--- src/hdl/sync_frame_parser_crc16_macros.svh ---
// ---------------------------------------------------------------------------
// Assertion macros for the sync frame parser
// Concurrent checks clocked by clk and disabled while rst is high.
// ---------------------------------------------------------------------------
`ifndef SYNC_FRAME_PARSER_CRC16_MACROS_SVH
`define SYNC_FRAME_PARSER_CRC16_MACROS_SVH
`ifndef SYNTHESIS
// same-cycle implication
`define SFP_ASSERT_IMPL(name, ante, cons) \
  name: assert property (@(posedge clk) disable iff (rst) (ante) |-> (cons)) \
    else $error("sfp: same-cycle check failed");
// next-cycle implication
`define SFP_ASSERT_NEXT(name, ante, cons) \
  name: assert property (@(posedge clk) disable iff (rst) (ante) |=> (cons)) \
    else $error("sfp: next-cycle check failed");
`else
`define SFP_ASSERT_IMPL(name, ante, cons)
`define SFP_ASSERT_NEXT(name, ante, cons)
`endif
`endif

--- src/hdl/sfp_pkg.sv ---
// ---------------------------------------------------------------------------
// sfp_pkg
// Types and constants shared by the sync frame parser.
// ---------------------------------------------------------------------------
`timescale 1ns / 1ps

package sfp_pkg;

  localparam logic [7:0]  SYNC_FIRST  = 8'hAA;
  localparam logic [7:0]  SYNC_SECOND = 8'h55;
  localparam logic [15:0] CRC_POLY    = 16'h1021;
  localparam logic [15:0] CRC_INIT    = 16'hFFFF;

  localparam int BYTE_W   = 8;
  localparam int POS_W    = 6;
  localparam int COUNT_W  = 32;
  localparam int TDATA_W  = 96;
  localparam int TUSER_W  = 3;

  typedef enum logic [1:0] {
    STAT_OK  = 2'd0,
    STAT_LEN = 2'd1,
    STAT_CRC = 2'd2
  } status_t;

  // sequencer states; the first seven take a byte from the link
  typedef enum logic [3:0] {
    S_SYNC_A,
    S_SYNC_B,
    S_TYPE,
    S_LENGTH,
    S_PAYLOAD,
    S_CRC_LO,
    S_CRC_HI,
    S_SHIFT,
    S_REPORT,
    S_FETCH,
    S_EMIT
  } seq_t;

endpackage

--- src/hdl/sfp_ram.sv ---
// ---------------------------------------------------------------------------
// sfp_ram
// Generic single-port-write, single-port-read RAM with registered read.
// ---------------------------------------------------------------------------
`timescale 1ns / 1ps

module sfp_ram #(
  parameter  int WIDTH  = 8,
  parameter  int DEPTH  = 64,
  localparam int ADDR_W = (DEPTH > 1) ? $clog2(DEPTH) : 1
) (
  input  logic              clk,
  input  logic              we,
  input  logic [ADDR_W-1:0] wr_addr,
  input  logic [WIDTH-1:0]  wr_data,
  input  logic [ADDR_W-1:0] rd_addr,
  output logic [WIDTH-1:0]  rd_data
);

  logic [WIDTH-1:0] mem [DEPTH];

  always_ff @(posedge clk) begin
    if (we) begin
      mem[wr_addr] <= wr_data;
    end
    rd_data <= mem[rd_addr];
  end

endmodule

--- src/hdl/sync_frame_parser_crc16.sv ---
// Sync-header frame parser with CRC16-CCITT check.
// Input stream (s_*): one received link byte per transaction in s_tdata[7:0].
// Output stream (m_*): one transaction per payload byte of a good frame, or a
// single transaction for an empty good frame, a too-long length or a CRC
// mismatch. m_tlast marks the final transaction of each run.
// Sync and CRC bytes need no CRC step. Type, length and payload bytes are each
// followed by S_SHIFT, where the CRC is folded in one bit per cycle by a single
// shift/xor unit while s_tready stays low; a too-long length skips S_SHIFT.
// A good frame with N payload bytes drains after its last CRC byte, each byte
// via a RAM read (S_FETCH) then an output load (S_EMIT); status results load
// from S_REPORT. The next byte is accepted only after the run has been issued.
// Output register: a finished transaction waits in it while m_tready is low;
// the parser stops at the next result until the slot frees.
// Reset (rst, synchronous): hunting for the sync pair, counters zero, output
// empty. The payload RAM is not cleared; only entries written in the
// current frame are ever read.
// ---------------------------------------------------------------------------
// sync_frame_parser_crc16
// Top level: byte sequencer, bit-serial CRC unit, payload store, result reg.
// ---------------------------------------------------------------------------
`timescale 1ns / 1ps
`include "sync_frame_parser_crc16_macros.svh"

module sync_frame_parser_crc16 #(
  parameter int MAX_PAYLOAD = 64
) (
  input  logic                       clk,
  input  logic                       rst,
  input  logic                       s_tvalid,
  output logic                       s_tready,
  input  logic [sfp_pkg::BYTE_W-1:0] s_tdata,   // [7:0] rx_byte
  output logic                       m_tvalid,
  input  logic                       m_tready,
  // [7:0] frame_type, [15:8] frame_length, [21:16] byte_position,
  // [29:22] payload_byte, [61:30] good_frames, [93:62] bad_frames, [95:94] 0
  output logic [sfp_pkg::TDATA_W-1:0] m_tdata,
  output logic [sfp_pkg::TUSER_W-1:0] m_tuser,  // [1:0] status, [2] has_payload
  output logic                       m_tlast    // last
);

  import sfp_pkg::*;

  localparam int ADDR_W = (MAX_PAYLOAD > 1) ? $clog2(MAX_PAYLOAD) : 1;

  // sequencer
  seq_t state, state_next;
  seq_t resume;                 // where to return after the CRC shift
  logic [2:0] bit_cnt;

  // frame context
  logic [6:0]        byte_count;
  logic [15:0]       crc;
  logic [7:0]        received_crc_low;
  logic [7:0]        held_type;
  logic [7:0]        held_length;
  status_t           report_status;
  logic [POS_W-1:0]  idx;
  logic [COUNT_W-1:0] good_frame_count;
  logic [COUNT_W-1:0] bad_frame_count;

  // result register
  status_t           out_status;
  logic [7:0]        out_type;
  logic [7:0]        out_len;
  logic [POS_W-1:0]  out_pos;
  logic [7:0]        out_data;
  logic              out_has;
  logic              out_last;
  logic [COUNT_W-1:0] out_good;
  logic [COUNT_W-1:0] out_bad;

  // control
  logic       accept;
  logic       slot_free;
  logic       out_load;
  logic       ram_we;
  logic       len_bad;
  logic       crc_ok;
  logic       emit_last;
  logic [6:0] count_inc;
  logic [7:0] ram_rd_data;
  logic       pos_in_frame;
  logic       count_below_len;

  assign accept    = s_tvalid && s_tready;
  assign slot_free = !m_tvalid || m_tready;
  assign len_bad   = s_tdata > 8'(MAX_PAYLOAD);
  assign crc_ok    = {s_tdata, received_crc_low} == crc;
  assign emit_last = ({2'b00, idx} + 8'd1) == held_length;
  assign count_inc = byte_count + 7'd1;

  // next-state logic
  always_comb begin
    state_next = state;
    case (state)
      S_SYNC_A: begin
        if (accept && s_tdata == SYNC_FIRST) begin
          state_next = S_SYNC_B;
        end
      end
      S_SYNC_B: begin
        if (accept) begin
          if (s_tdata == SYNC_SECOND) begin
            state_next = S_TYPE;
          end else if (s_tdata != SYNC_FIRST) begin
            state_next = S_SYNC_A;
          end
        end
      end
      S_TYPE: begin
        if (accept) begin
          state_next = S_SHIFT;
        end
      end
      S_LENGTH: begin
        if (accept) begin
          state_next = len_bad ? S_REPORT : S_SHIFT;
        end
      end
      S_PAYLOAD: begin
        if (accept) begin
          state_next = S_SHIFT;
        end
      end
      S_CRC_LO: begin
        if (accept) begin
          state_next = S_CRC_HI;
        end
      end
      S_CRC_HI: begin
        if (accept) begin
          state_next = (crc_ok && held_length != 8'd0) ? S_FETCH : S_REPORT;
        end
      end
      S_SHIFT: begin
        if (bit_cnt == 3'd7) begin
          state_next = resume;
        end
      end
      S_REPORT: begin
        if (slot_free) begin
          state_next = S_SYNC_A;
        end
      end
      S_FETCH: begin
        state_next = S_EMIT;
      end
      S_EMIT: begin
        if (slot_free) begin
          state_next = emit_last ? S_SYNC_A : S_FETCH;
        end
      end
      default: begin
        state_next = S_SYNC_A;
      end
    endcase
  end

  // output decode
  always_comb begin
    s_tready = 1'b0;
    out_load = 1'b0;
    ram_we   = 1'b0;
    case (state)
      S_SYNC_A, S_SYNC_B, S_TYPE, S_LENGTH, S_CRC_LO, S_CRC_HI: begin
        s_tready = 1'b1;
      end
      S_PAYLOAD: begin
        s_tready = 1'b1;
        ram_we   = s_tvalid;
      end
      S_REPORT, S_EMIT: begin
        out_load = slot_free;
      end
      default: begin
        s_tready = 1'b0;
      end
    endcase
  end

  // sequencer and frame context
  always_ff @(posedge clk) begin
    if (rst) begin
      state            <= S_SYNC_A;
      resume           <= S_SYNC_A;
      bit_cnt          <= 3'd0;
      byte_count       <= 7'd0;
      crc              <= CRC_INIT;
      received_crc_low <= 8'd0;
      held_type        <= 8'd0;
      held_length      <= 8'd0;
      report_status    <= STAT_OK;
      idx              <= '0;
      good_frame_count <= '0;
      bad_frame_count  <= '0;
    end else begin
      state <= state_next;
      case (state)
        S_TYPE: begin
          if (accept) begin
            held_type <= s_tdata;
            crc       <= CRC_INIT ^ {s_tdata, 8'h00};
            resume    <= S_LENGTH;
            bit_cnt   <= 3'd0;
          end
        end
        S_LENGTH: begin
          if (accept) begin
            held_length <= s_tdata;
            byte_count  <= 7'd0;
            bit_cnt     <= 3'd0;
            if (len_bad) begin
              bad_frame_count  <= bad_frame_count + 32'd1;
              report_status    <= STAT_LEN;
              crc              <= CRC_INIT;
              received_crc_low <= 8'd0;
            end else begin
              crc    <= crc ^ {s_tdata, 8'h00};
              resume <= (s_tdata == 8'd0) ? S_CRC_LO : S_PAYLOAD;
            end
          end
        end
        S_PAYLOAD: begin
          if (accept) begin
            byte_count <= count_inc;
            crc        <= crc ^ {s_tdata, 8'h00};
            resume     <= ({1'b0, count_inc} >= held_length) ? S_CRC_LO : S_PAYLOAD;
            bit_cnt    <= 3'd0;
          end
        end
        S_CRC_LO: begin
          if (accept) begin
            received_crc_low <= s_tdata;
          end
        end
        S_CRC_HI: begin
          if (accept) begin
            idx        <= '0;
            byte_count <= 7'd0;
            if (crc_ok) begin
              good_frame_count <= good_frame_count + 32'd1;
              report_status    <= STAT_OK;
            end else begin
              bad_frame_count <= bad_frame_count + 32'd1;
              report_status   <= STAT_CRC;
            end
          end
        end
        S_SHIFT: begin
          // one bit of the MSB-first CRC division per cycle
          crc     <= crc[15] ? ({crc[14:0], 1'b0} ^ CRC_POLY) : {crc[14:0], 1'b0};
          bit_cnt <= bit_cnt + 3'd1;
        end
        S_EMIT: begin
          if (out_load) begin
            idx <= idx + POS_W'(1);
          end
        end
        default: begin
          bit_cnt <= bit_cnt;
        end
      endcase
    end
  end

  // payload store
  sfp_ram #(
    .WIDTH(BYTE_W),
    .DEPTH(MAX_PAYLOAD)
  ) u_store (
    .clk    (clk),
    .we     (ram_we),
    .wr_addr(byte_count[ADDR_W-1:0]),
    .wr_data(s_tdata),
    .rd_addr(idx[ADDR_W-1:0]),
    .rd_data(ram_rd_data)
  );

  // result register
  always_ff @(posedge clk) begin
    if (rst) begin
      m_tvalid <= 1'b0;
    end else if (out_load) begin
      m_tvalid <= 1'b1;
    end else if (m_tready) begin
      m_tvalid <= 1'b0;
    end
  end

  // counters are captured with the transaction so later frames cannot
  // change a result that is still waiting
  always_ff @(posedge clk) begin
    if (out_load) begin
      out_type <= held_type;
      out_len  <= held_length;
      out_good <= good_frame_count;
      out_bad  <= bad_frame_count;
      if (state == S_EMIT) begin
        out_status <= STAT_OK;
        out_pos    <= idx;
        out_data   <= ram_rd_data;
        out_has    <= 1'b1;
        out_last   <= emit_last;
      end else begin
        out_status <= report_status;
        out_pos    <= '0;
        out_data   <= 8'd0;
        out_has    <= 1'b0;
        out_last   <= 1'b1;
      end
    end
  end

  assign m_tdata = {2'b00, out_bad, out_good, out_data, out_pos, out_len, out_type};
  assign m_tuser = {out_has, out_status};
  assign m_tlast = out_last;

  // checks
  assign pos_in_frame    = {2'b00, out_pos} < out_len;
  assign count_below_len = {1'b0, byte_count} < held_length;

  `SFP_ASSERT_NEXT(a_shift_returns, state == S_SHIFT && bit_cnt == 3'd7, state == $past(resume))
  `SFP_ASSERT_IMPL(a_payload_pos, m_tvalid && out_has, pos_in_frame)
  `SFP_ASSERT_IMPL(a_status_single, m_tvalid && out_status != STAT_OK, out_last && !out_has)
  `SFP_ASSERT_IMPL(a_count_bound, state == S_PAYLOAD, count_below_len)

endmodule

--- config.mk ---
export PLATFORM = sky130hd
export DESIGN_NAME = sync_frame_parser_crc16
export DESIGN_NICKNAME = d
export VERILOG_FILES = /design/src/hdl/sfp_pkg.sv /design/src/hdl/sfp_ram.sv /design/src/hdl/sync_frame_parser_crc16.sv
export VERILOG_INCLUDE_DIRS = /design/src /design/src/hdl
export SDC_FILE = /design/constraint.sdc
export NUM_CORES = 1
export LEC_CHECK = 0
export BUFFER_PORTS_ARGS = -buffer_cell sky130_fd_sc_hd__buf_2
export CAP_MARGIN = 20
export CELL_PAD_IN_SITES_DETAIL_PLACEMENT = 0
export CELL_PAD_IN_SITES_GLOBAL_PLACEMENT = 1
export CORE_MARGIN = 4
export CORE_UTILIZATION = 53
export CTS_CLUSTER_DIAMETER = 200
export DETAILED_ROUTE_END_ITERATION = 10
export GPL_ROUTABILITY_DRIVEN = 0
export PLACE_DENSITY_LB_ADDON = 0.15
export SYNTH_ARGS = -nofsm -noshare
export SYNTH_HDL_FRONTEND = slang
export SYNTH_HIERARCHICAL = 1
export SYNTH_SLANG_ARGS = --single-unit
export TNS_END_PERCENT = 5
--- constraint.sdc ---
create_clock -name clk -period 7.2 [get_ports clk]
set_input_delay 0.72 -clock clk [delete_from_list [all_inputs] [get_ports clk]]
set_output_delay 0.72 -clock clk [all_outputs]
set_load 0.02 [all_outputs]
**After elaboration in Yosys (flattened, before gate mapping)**

Memories as Yosys holds them, arrays and structs flattened. A register that Yosys moved wholly into a read port is not among the register bits.
Cells that the tools add are included.
W data, S select, Z words.

- Register bits: 229
- RAM bits: 512
- Input port bits: 12
- Output and inout port bits: 102
- Logic and storage cells: 159
- Memories kept: 1

Memory list:

| memory | depth | bits a word | read ports | clocked after Yosys merged registers in | write ports | RTL line | RTL |
|---|---|---|---|---|---|---|---|
| u_store.mem | 64 | 8 | 1 | 1 | 1 | sfp_ram.sv:20 | `logic [WIDTH-1:0] mem [DEPTH];` |

- Add/sub/neg operators: 6
- $lt $le $gt $ge: 2
- Eq/ne operators: 34
- Multiplexer cells: 58
- Bitwise logic cells: 3
- Reductions and logical operators: 33

Operators by type and width:

| cell | count |
|---|---|
| $mux W32 | 4 |
| $mux W4 | 17 |
| $add A32 B1 Y32 const B | 2 |
| $mux W16 | 4 |
| $pmux W16 S4 | 1 |
| $pmux W32 S2 | 1 |
| $pmux W4 S10 | 1 |
| $ne A2 B2 Y1 const B | 14 |
| $mux W8 | 3 |
| $eq A16 B16 Y1 | 1 |
| $eq A4 B3 Y1 const B | 4 |
| $not A16 Y16 | 1 |
| $pmux W8 S2 | 1 |
| $xor A16 B16 Y16 | 1 |
| $mux W7 | 2 |
| $pmux W7 S2 | 1 |
| $mux W13 | 1 |
| $eq A4 B4 Y1 const B | 3 |
| $mux W6 | 2 |
| $pmux W4 S3 | 1 |
| $pmux W6 S2 | 1 |
| $reduce_and A4 Y1 | 3 |
| $reduce_bool A2 Y1 | 6 |
| $mux W1 | 11 |
| 35 further kinds | 50 |

**Logic depth before layout (Yosys ltp)**

Gate-level depths: netlist (run 1).

- Word-level depth: 7
- Gate-level depth with buffers: 10
- Mapped depth without buffers: 10

**By module**

The synthesis (run 1) kept the hierarchy.

By module, submodules not included:

| module | instances | cells each | area each (um^2) | seq. area each (um^2) |
|---|---|---|---|---|
| sfp_ram | 1 | 967 | 20236.9 | 15534.9 |
| sync_frame_parser_crc16 | 1 | 986 | 10309.9 | 5545.3 |

**Least setup slack after synthesis (run 1)**

OpenSTA, ideal clock, no wires.

- Kind: reg-to-reg
- Start point: register state[2]
- End point: register out_last, in the netlist m_tlast (enable)
- Library setup time: 556 ps
- Arrival: 5071 ps
- Data required time: 6644 ps
- Slack: 1573 ps
- Cell stages (with the launch flop): 4
- Path buffers: 1
- Period minus slack after synthesis: 5627 ps
- Path through: dfxtp_1 -> buf_4 -> or3b_2 -> nor2_1

- Cells in the longest elaborated chain, start to end: 3
- Elaborated cells between the ends (all ways): 4
- Those cells by class: eq/ne (2); mux (1); reduce/logical (1)

Ends and longest elaborated chain:

| what | RTL line | RTL |
|---|---|---|
| start: declaration | sync_frame_parser_crc16.sv:46 | `seq_t state, state_next;` |
| start signal: assignment | sync_frame_parser_crc16.sv:197 | `state <= state_next;` |
| $eq A4 B4 Y1 | sync_frame_parser_crc16.sv:164 | `case (state)` |
| $reduce_or A2 Y1 (*) | sync_frame_parser_crc16.sv:164 |  |
| $mux W1 (*) | sync_frame_parser_crc16.sv:164 |  |
| named net out_load | sync_frame_parser_crc16.sv:75 | `logic out_load;` |
| end signal: assignment | sync_frame_parser_crc16.sv:303 | `out_last <= emit_last;` |
| end: declaration | sync_frame_parser_crc16.sv:68 | `logic out_last;` |

The timed path passes the listed nets; every way through them passes the cells marked *.
A chain may end at the register's enable or synchronous reset.

**Final worst setup path (run 1)**

- Start point: register state[2]
- End point: memory u_store.mem[54][2] (enable)

- Cells in the longest elaborated chain, start to end: 4

Ends and longest elaborated chain:

| what | RTL line | RTL |
|---|---|---|
| $eq A4 B3 Y1 | sync_frame_parser_crc16.sv:164 |  |
| $mux W1 | sync_frame_parser_crc16.sv:164 |  |
| named net ram_we | sync_frame_parser_crc16.sv:76 | `logic ram_we;` |
| $mux W1 | sfp_ram.sv:23 | `if (we) begin` |
| $mux W1 (not written as such) | sfp_ram.sv:24 | `mem[wr_addr] <= wr_data;` |
| end: declaration | sfp_ram.sv:20 |  |

The timed path passes the listed nets, and every way through them passes these cells.

==> results of run 1 <==
==> worst max-delay path, stage by stage, from the launching register on <==
cell and delay (ps):
dfxtp_1 650, nor2b_1 400, nand3_1 250, inv_1 410
nor2b_1 320, nand3_1 470, nor2_1 780
==> per-stage QoR <==
stage / total power [mW] / worst slack (ps) / util / std cells
floorplan: 4.95 / 1570 / - / 1954
global placement: 5.05 / 3300 / 0.558 / 2732
detailed placement: 5.05 / 3200 / 0.558 / 2735
CTS: 8.94 / 3670 / 0.602 / 2881
global route: 9.16 / 3330 / 0.603 / 2883
finish: 8.86 / 3560 / 0.603 / 2884
==> how the worst max path moves through the flow <==
stage	from	end	cells after the start
3_5_place_dp	s_tdata[3]	bad_frame_count[31]$_SDFFE_PP0P_	7
2_1_floorplan	state[2]$_SDFFE_PP0P_	m_tlast$_SDFFCE_PN1P_	3
5_1_grt	state[2]$_SDFFE_PP0P_	u_store/mem[30][2]$_DFFE_PP_	6
4_1_cts	state[2]$_SDFFE_PP0P_	u_store/mem[54][2]$_DFFE_PP_	6
3_3_place_gp	s_tdata[3]	bad_frame_count[31]$_SDFFE_PP0P_	7
6_report	state[2]$_SDFFE_PP0P_	u_store/mem[54][2]$_DFFE_PP_	6
==> sequential cells by signal, summed over array words and instances, names as in the netlist, 16 cells and up <==
name	cells
out_good	32
good_frame_count	32
crc	16
out_bad	32
u_store/mem	512
bad_frame_count	32
==> cell usage after synthesis (13+ instances only) <==
| cell | n |
|---|---|
| edfxtp_1 | 610 |
| ha_1 | 13 |
| and3_1 | 15 |
| o31ai_1 | 23 |
| xnor2_1 | 22 |
| nor4_1 | 18 |
| a22oi_1 | 24 |
| or3_1 | 15 |
| nand4_1 | 18 |
| dfxtp_1 | 138 |
| buf_2 | 24 |
| buf_6 | 16 |
| nor3_1 | 32 |
| mux2i_1 | 41 |
| or4_1 | 24 |
| o21ai_1 | 13 |
| a21oi_1 | 92 |
| nor2_1 | 146 |
| nand2_1 | 81 |
| nor2b_1 | 21 |
| o21ai_0 | 24 |
| mux4_2 | 119 |
| clkbuf_1 | 61 |
| and2_1 | 29 |
| nand2b_1 | 13 |
| o22ai_1 | 20 |
| nand3_1 | 62 |
| xor2_1 | 27 |
| inv_1 | 28 |
==> layer usage <==
layer  part of all wire  vias up  track usage
met1               0.42     8974        0.329
met2               0.49      592        0.382
met4              0.023        2       0.0652
met3              0.065      108       0.0389
li1                   -     7901            -
met5            0.00011        -            0
==> final cells by class <==
type                    count  area share
diodes                      1   0.0000732
clock buffers             108      0.0640
clock inverters            38     0.00941
inverters                  28     0.00307
multi-input cells        1060       0.254
flip-flops and latches    748       0.617
well taps                 756      0.0277
repair buffers            145      0.0245
==> report_power, final <==
| group | switching [mW] | internal [mW] |
|---|---|---|
| Clock | 1.65 | 2.25 |
| Sequential | 0.0306 | 4.68 |
| Combinational | 0.178 | 0.0723 |
==> logic make-up after synthesis <==
group	count (synthesis)	synth area share
flip-flops	748	0.690
AND/OR/NAND/NOR	528	0.0923
AO/OA/AOI/OAI	295	0.0664
multiplexers	173	0.106
buffers and inverters	146	0.0256
XOR/XNOR	49	0.0140
adder cells (fa/ha/maj)	13	0.00532
other	1	0.000123
==> results.md, run 1 <==
- Status: complete, no violations
- Total power per unit cell area: 259 nW/um2
- Die area: 61,500 um2
- Cell Area, Synth: 30,500 um2
- CTS tree: done
- Inserted Clock Buffers: 79
- Ranking of synthesized cells by area: edfxtp_1 60%, dfxtp_1 9.0%, mux4_2 8.8%
- Most common cell after layout, fill and taps aside: edfxtp_1
- Top_reg_cell synth: edfxtp_1
- Die extent in x: 248 um
- Hold_ws: 426 ps
- Unique masters post-synth: 90
- Worst-Margin Slew: 1060 ps
- Clk Latency, worst-skew pair: 620 ps
- IO Port Bufs: 111
- Worst Setup Start Kind: flip-flop
- Post-CTS setup buffers: 0
- Static Leakage: 10.7 nW
- Yosys top cell area share: 0.600
- Footprint of the multi-input gates: 8690 um2
- Largest net degree at the start of global routing: 74
- CTS Hold Bufs: 0
- Final Skew: 24.5 ps
- Root Buffer Master: clkbuf_16
- Setup CP Type: flip-flop to flip-flop
- Vias/cell: 6.09
- Hold path start: held_type[3]$_SDFFE_PP0P_
- Peak VDD IR: 0.207 mV
- Yosys warns: 6
- Pins over their slew limit: 0
- Fraction of registers with async set/reset: 0
- GRT overflow: 0
- # DRC: 0
- Nets: 2,087
- Req. time, crit path: 7450 ps
- Worst Setup End Kind: flip-flop
- Peak Freq: 0.275 GHz
- Design area: 34,200 um2
- CTS sink cnt: 748
- Final TNS setup: 0 ps
- Vias in the first global route: 17,200
- Starting Density: 0.539
- Reg2reg start: state[2]$_SDFFE_PP0P_
- # H-tree levels: 3
- Global-route wire length before repair: 108,000 um
- Fin crit share: 0.505
- Worst-path clk slew: 60 ps
- Register area share after synthesis: 0.690
- Fill count: 4,318
- Initial antenna violation count: 1
- RSZ-0062 raised after global routing: false
- # IOs: 114
- Avg Inst Size Synth: 15.6 um2
- Rows: 87
- Max FO, Critical Path: 15
- Top cell type by total area after synthesis: edfxtp_1
- Layout cell share with drive strength beyond 1: 0.204
- Placement Cell Area: 31,600 um2
- WHS Endpoint: out_type[3]$_DFFE_PP_
- DRT iter0 DRCs: 1,567
- Setup Viol. Count Final: 0
- Vias: 17,600
- Critical Path AT: 3890 ps
- Max Cap Violations: 0
- Remaining antenna violation count: 0
- Placeable Area: 56,700 um2
- DR pass1 iterations: 7
- Tmin final: 3640 ps
- Commonest cells after routing, fill and taps aside: 610 x edfxtp_1, 145 x nor2_1, 133 x dfxtp_1
- Cell depth of the worst flop-to-flop path: 6
- DP HPWL: 44,300 um
- PostCTS Resize Cnt: 0
- R2R Path End: u_store/mem[54][2]$_DFFE_PP_
- Total routed wirelength: 71,300 um
- Final hold vios: 0
- Die H: 248 um
- Flop2flop setup slack: 3560 ps
- Worst min path class: flip-flop to flip-flop
- WL/cell: 24.7 um
- Mapped Cells: 1,953
- Global-route usage over all layers: 0.233
- Syn-to-layout area delta: 11.9%
- Reg area: 21,100 um2
- EDFF count, synth: 610
- Max transition margin: 0.294
- Longest Clk Path Bufs: 3
- Yosys reg bits: 748
- WHS Path Cells: 0
No activity file was read; power rests on OpenSTA's default activity.
==> run 2: changes to the inputs <==
Settings changed: ABC_AREA set to 1, CORE_UTILIZATION 53 to 45.
Clock period 7.2 ns to 3 ns, I/O delays scaled along.
==> run 2 against run 1 <==
Compared with the run above: critical path depth grew 5; non-clock buffer count grew 76; register-to-register slack lost 2900 ps; cell count grew 47%; clock skew shrank 1.9 ps; cell area grew 6.2%; global-route usage shrank 0.51 points; via count grew 28%; total power grew 140%; sequential share of layout area shrank 3.6 points; utilization shrank 8.5 points; critical path type unchanged; largest power group unchanged.
==> results.md, run 2 <==
- Cell depth of the worst flop-to-flop path: 11
- # H-tree levels: 3
- Fraction of registers with async set/reset: 0
- Commonest cells after routing, fill and taps aside: 974 x nand2_1, 610 x edfxtp_1, 508 x nand3_1
- Req. time, crit path: 3550 ps
- Total power per unit cell area: 593 nW/um2
- Worst-Margin Slew: 989 ps
- R2R Path End: resume[0]$_SDFFE_PP0P_
- Die extent in x: 274 um
- Fin crit share: 0.764
- Cell Area, Synth: 31,900 um2
- Pins over their slew limit: 0
- Placeable Area: 70,100 um2
- Most frequent cell after synthesis: nand2_1
- Yosys reg bits: 748
- Register area share after synthesis: 0.661
- Worst min path class: primary input to flip-flop
- Layout cell share with drive strength beyond 1: 0.115
- Design area: 36,300 um2
- Syn-to-layout area delta: 13.8%
- Peak VDD IR: 0.351 mV
- Tmin final: 2290 ps
- Max Cap Violations: 0
- Ranking of synthesized cells by area: edfxtp_1 57%, nand2_1 11%, dfxtp_1 8.7%
- Avg Inst Size Synth: 10.4 um2
- Die H: 274 um
- DP HPWL: 54,100 um
- Synth cell count leaders: 974 x nand2_1, 610 x edfxtp_1, 508 x nand3_1, 184 x nor2_1, 138 x dfxtp_1
- Initial antenna violation count: 6
- Worst Setup Start Kind: flip-flop
- Pre-CTS WS: 678 ps
- WL/cell: 20.3 um
- Layout Utilization: 0.517
- Setup CP Type: flip-flop to flip-flop
- Clk Latency, worst-skew pair: 630 ps
- EDFF count, synth: 610
- Final TNS setup: 0 ps
- Max FFs per register: 512
- Yosys warns: 6
- Unique masters post-synth: 42
- DRT iter0 DRCs: 1,740
- CTS tree: done
- Status: complete, no violations
- Longest Clk Path Bufs: 3
- IO Port Bufs: 111
- RSZ-0062 raised after global routing: false
- Max FO, Critical Path: 10
- Rows: 97
- Yosys top cell area share: 0.574
- Post-CTS setup buffers: 0
- GRT overflow: 0
- Worst Setup End Kind: flip-flop
- Largest net degree at the start of global routing: 129
- Remaining antenna violation count: 0
- Placement Cell Area: 33,600 um2
- Max transition margin: 0.341
- # IOs: 114
- Most flops, register: u_store/mem
- DR pass1 iterations: 5
- Worst-path clk slew: 60 ps
- Vias in the first global route: 22,000
- WHS Endpoint: received_crc_low[0]$_SDFFE_PP0P_
- PnR worst setup slack: 708 ps
- Mapped Cells: 3,076
- Root Buffer Master: clkbuf_16
- Static Leakage: 13.2 nW
- Inserted Clock Buffers: 80
- Top cell type by total area after synthesis: edfxtp_1
- Hold path start: s_tdata[0]
- Global-route wire length before repair: 132,000 um
- Vias/cell: 5.33
- Final hold vios: 0
- Starting Density: 0.455
- Vias: 22,500
- Critical Path AT: 2840 ps
- Global-route usage over all layers: 0.228
- Total routed wirelength: 85,800 um
- Reg2reg start: byte_count[0]$_SDFFE_PP0P_
- Nets: 3,247
- Die area: 75,200 um2
- Flop2flop setup slack: 710 ps
- Final Skew: 22.6 ps
- Peak Freq: 0.436 GHz
- Setup Viol. Count Final: 0
- # DRC: 0
- CTS sink cnt: 748
- WHS Path Cells: 3
- Top_reg_cell synth: edfxtp_1
- Most common cell after layout, fill and taps aside: nand2_1
run 2: cell count changes after synthesis, sizes merged, moves of 41 or more:
cell   previous run  this run
nand3            63       508
mux4            119         0
nand2            84       982
mux2i            41         0
inv              28       128
buf              57       128
run 2: worst max-delay path by stage:
stage                                     from                           endpoint  slack, ps  cells after the start
floorplan                state[3]$_SDFFE_PP0P_              m_tlast$_SDFFCE_PN1P_        420                      4
global placement                    s_tdata[6]  good_frame_count[28]$_SDFFE_PP0P_        740                     10
detailed placement                  s_tdata[6]  good_frame_count[23]$_SDFFE_PP0P_        680                     10
CTS                 byte_count[0]$_SDFFE_PP0P_             resume[0]$_SDFFE_PP0P_        730                     11
global route        byte_count[0]$_SDFFE_PP0P_             resume[0]$_SDFFE_PP0P_        480                     11
finish              byte_count[0]$_SDFFE_PP0P_             resume[0]$_SDFFE_PP0P_        710                     11
run 2: layer usage:
| layer | part of all wire | vias to the layer above | track usage |
|---|---|---|---|
| li1 | - | 10800 | - |
| met1 | 0.44 | 10900 | 0.320 |
| met2 | 0.47 | 656 | 0.368 |
| met3 | 0.063 | 136 | 0.0396 |
| met4 | 0.026 | 0 | 0.0650 |
| met5 | 0 | - | 0 |
run 2: stage by stage:
stage	instances	power [mW]	hold slack (ps)
after floorplan	3077	11.5	399
after global routing	4229	22.2	56.5
after detailed placement	4078	11.6	421
final	4229	21.5	54.4
after CTS	4227	21.7	7.22
after global placement	4078	11.6	421
run 2: cell families after synthesis:
family | after synthesis | share of synthesized area
adders and majority gates | 13 | 0.00510
AOI/OAI and AO/OA | 198 | 0.0333
DFF | 748 | 0.661
buffers and inverters | 286 | 0.0461
xor gates and xnor gates | 76 | 0.0213
other | 1 | 0.000118
and+or+nand+nor | 1754 | 0.233
run 2: critical path, stage by stage, from the launching register on:
cell	delay, ps
dfxtp_1	510
ha_1	240
nand3_1	120
nand3b_1	210
xnor2_1	190
ha_1	290
nand2_1	60
nor2_1	140
nand4_1	110
o2111ai_1	120
nand2_1	70
a21oi_1	150
run 2: final cells by class:
| class | instances | area [um2] |
|---|---|---|
| Clock buffer | 101 | 2130 |
| Timing Repair Buffer | 221 | 1490 |
| Clock inverter | 47 | 561 |
| Tap cell | 940 | 1180 |
| Fill cell | 6401 | 33900 |
| Multi-Input combinational cell | 2043 | 9350 |
| Antenna cell | 1 | 2.50 |
| Inverter | 128 | 490 |
| Sequential cell | 748 | 21100 |
run 2: where the power goes:
part           internal [mW]  total [mW]  switching, mW
Sequential              11.2        11.2      0.0000896
Combinational         0.0328       0.240          0.207
Clock                   6.01        10.1           4.09
Total                   17.2        21.5           4.29
run 2: what timing repair did:
item / CTS / global route
endpoints found under the hold margin: 12 / 0
setup endpoints to repair: 0 / 0
hold buffers: 1 / 0
gates resized for setup: 0 / 0
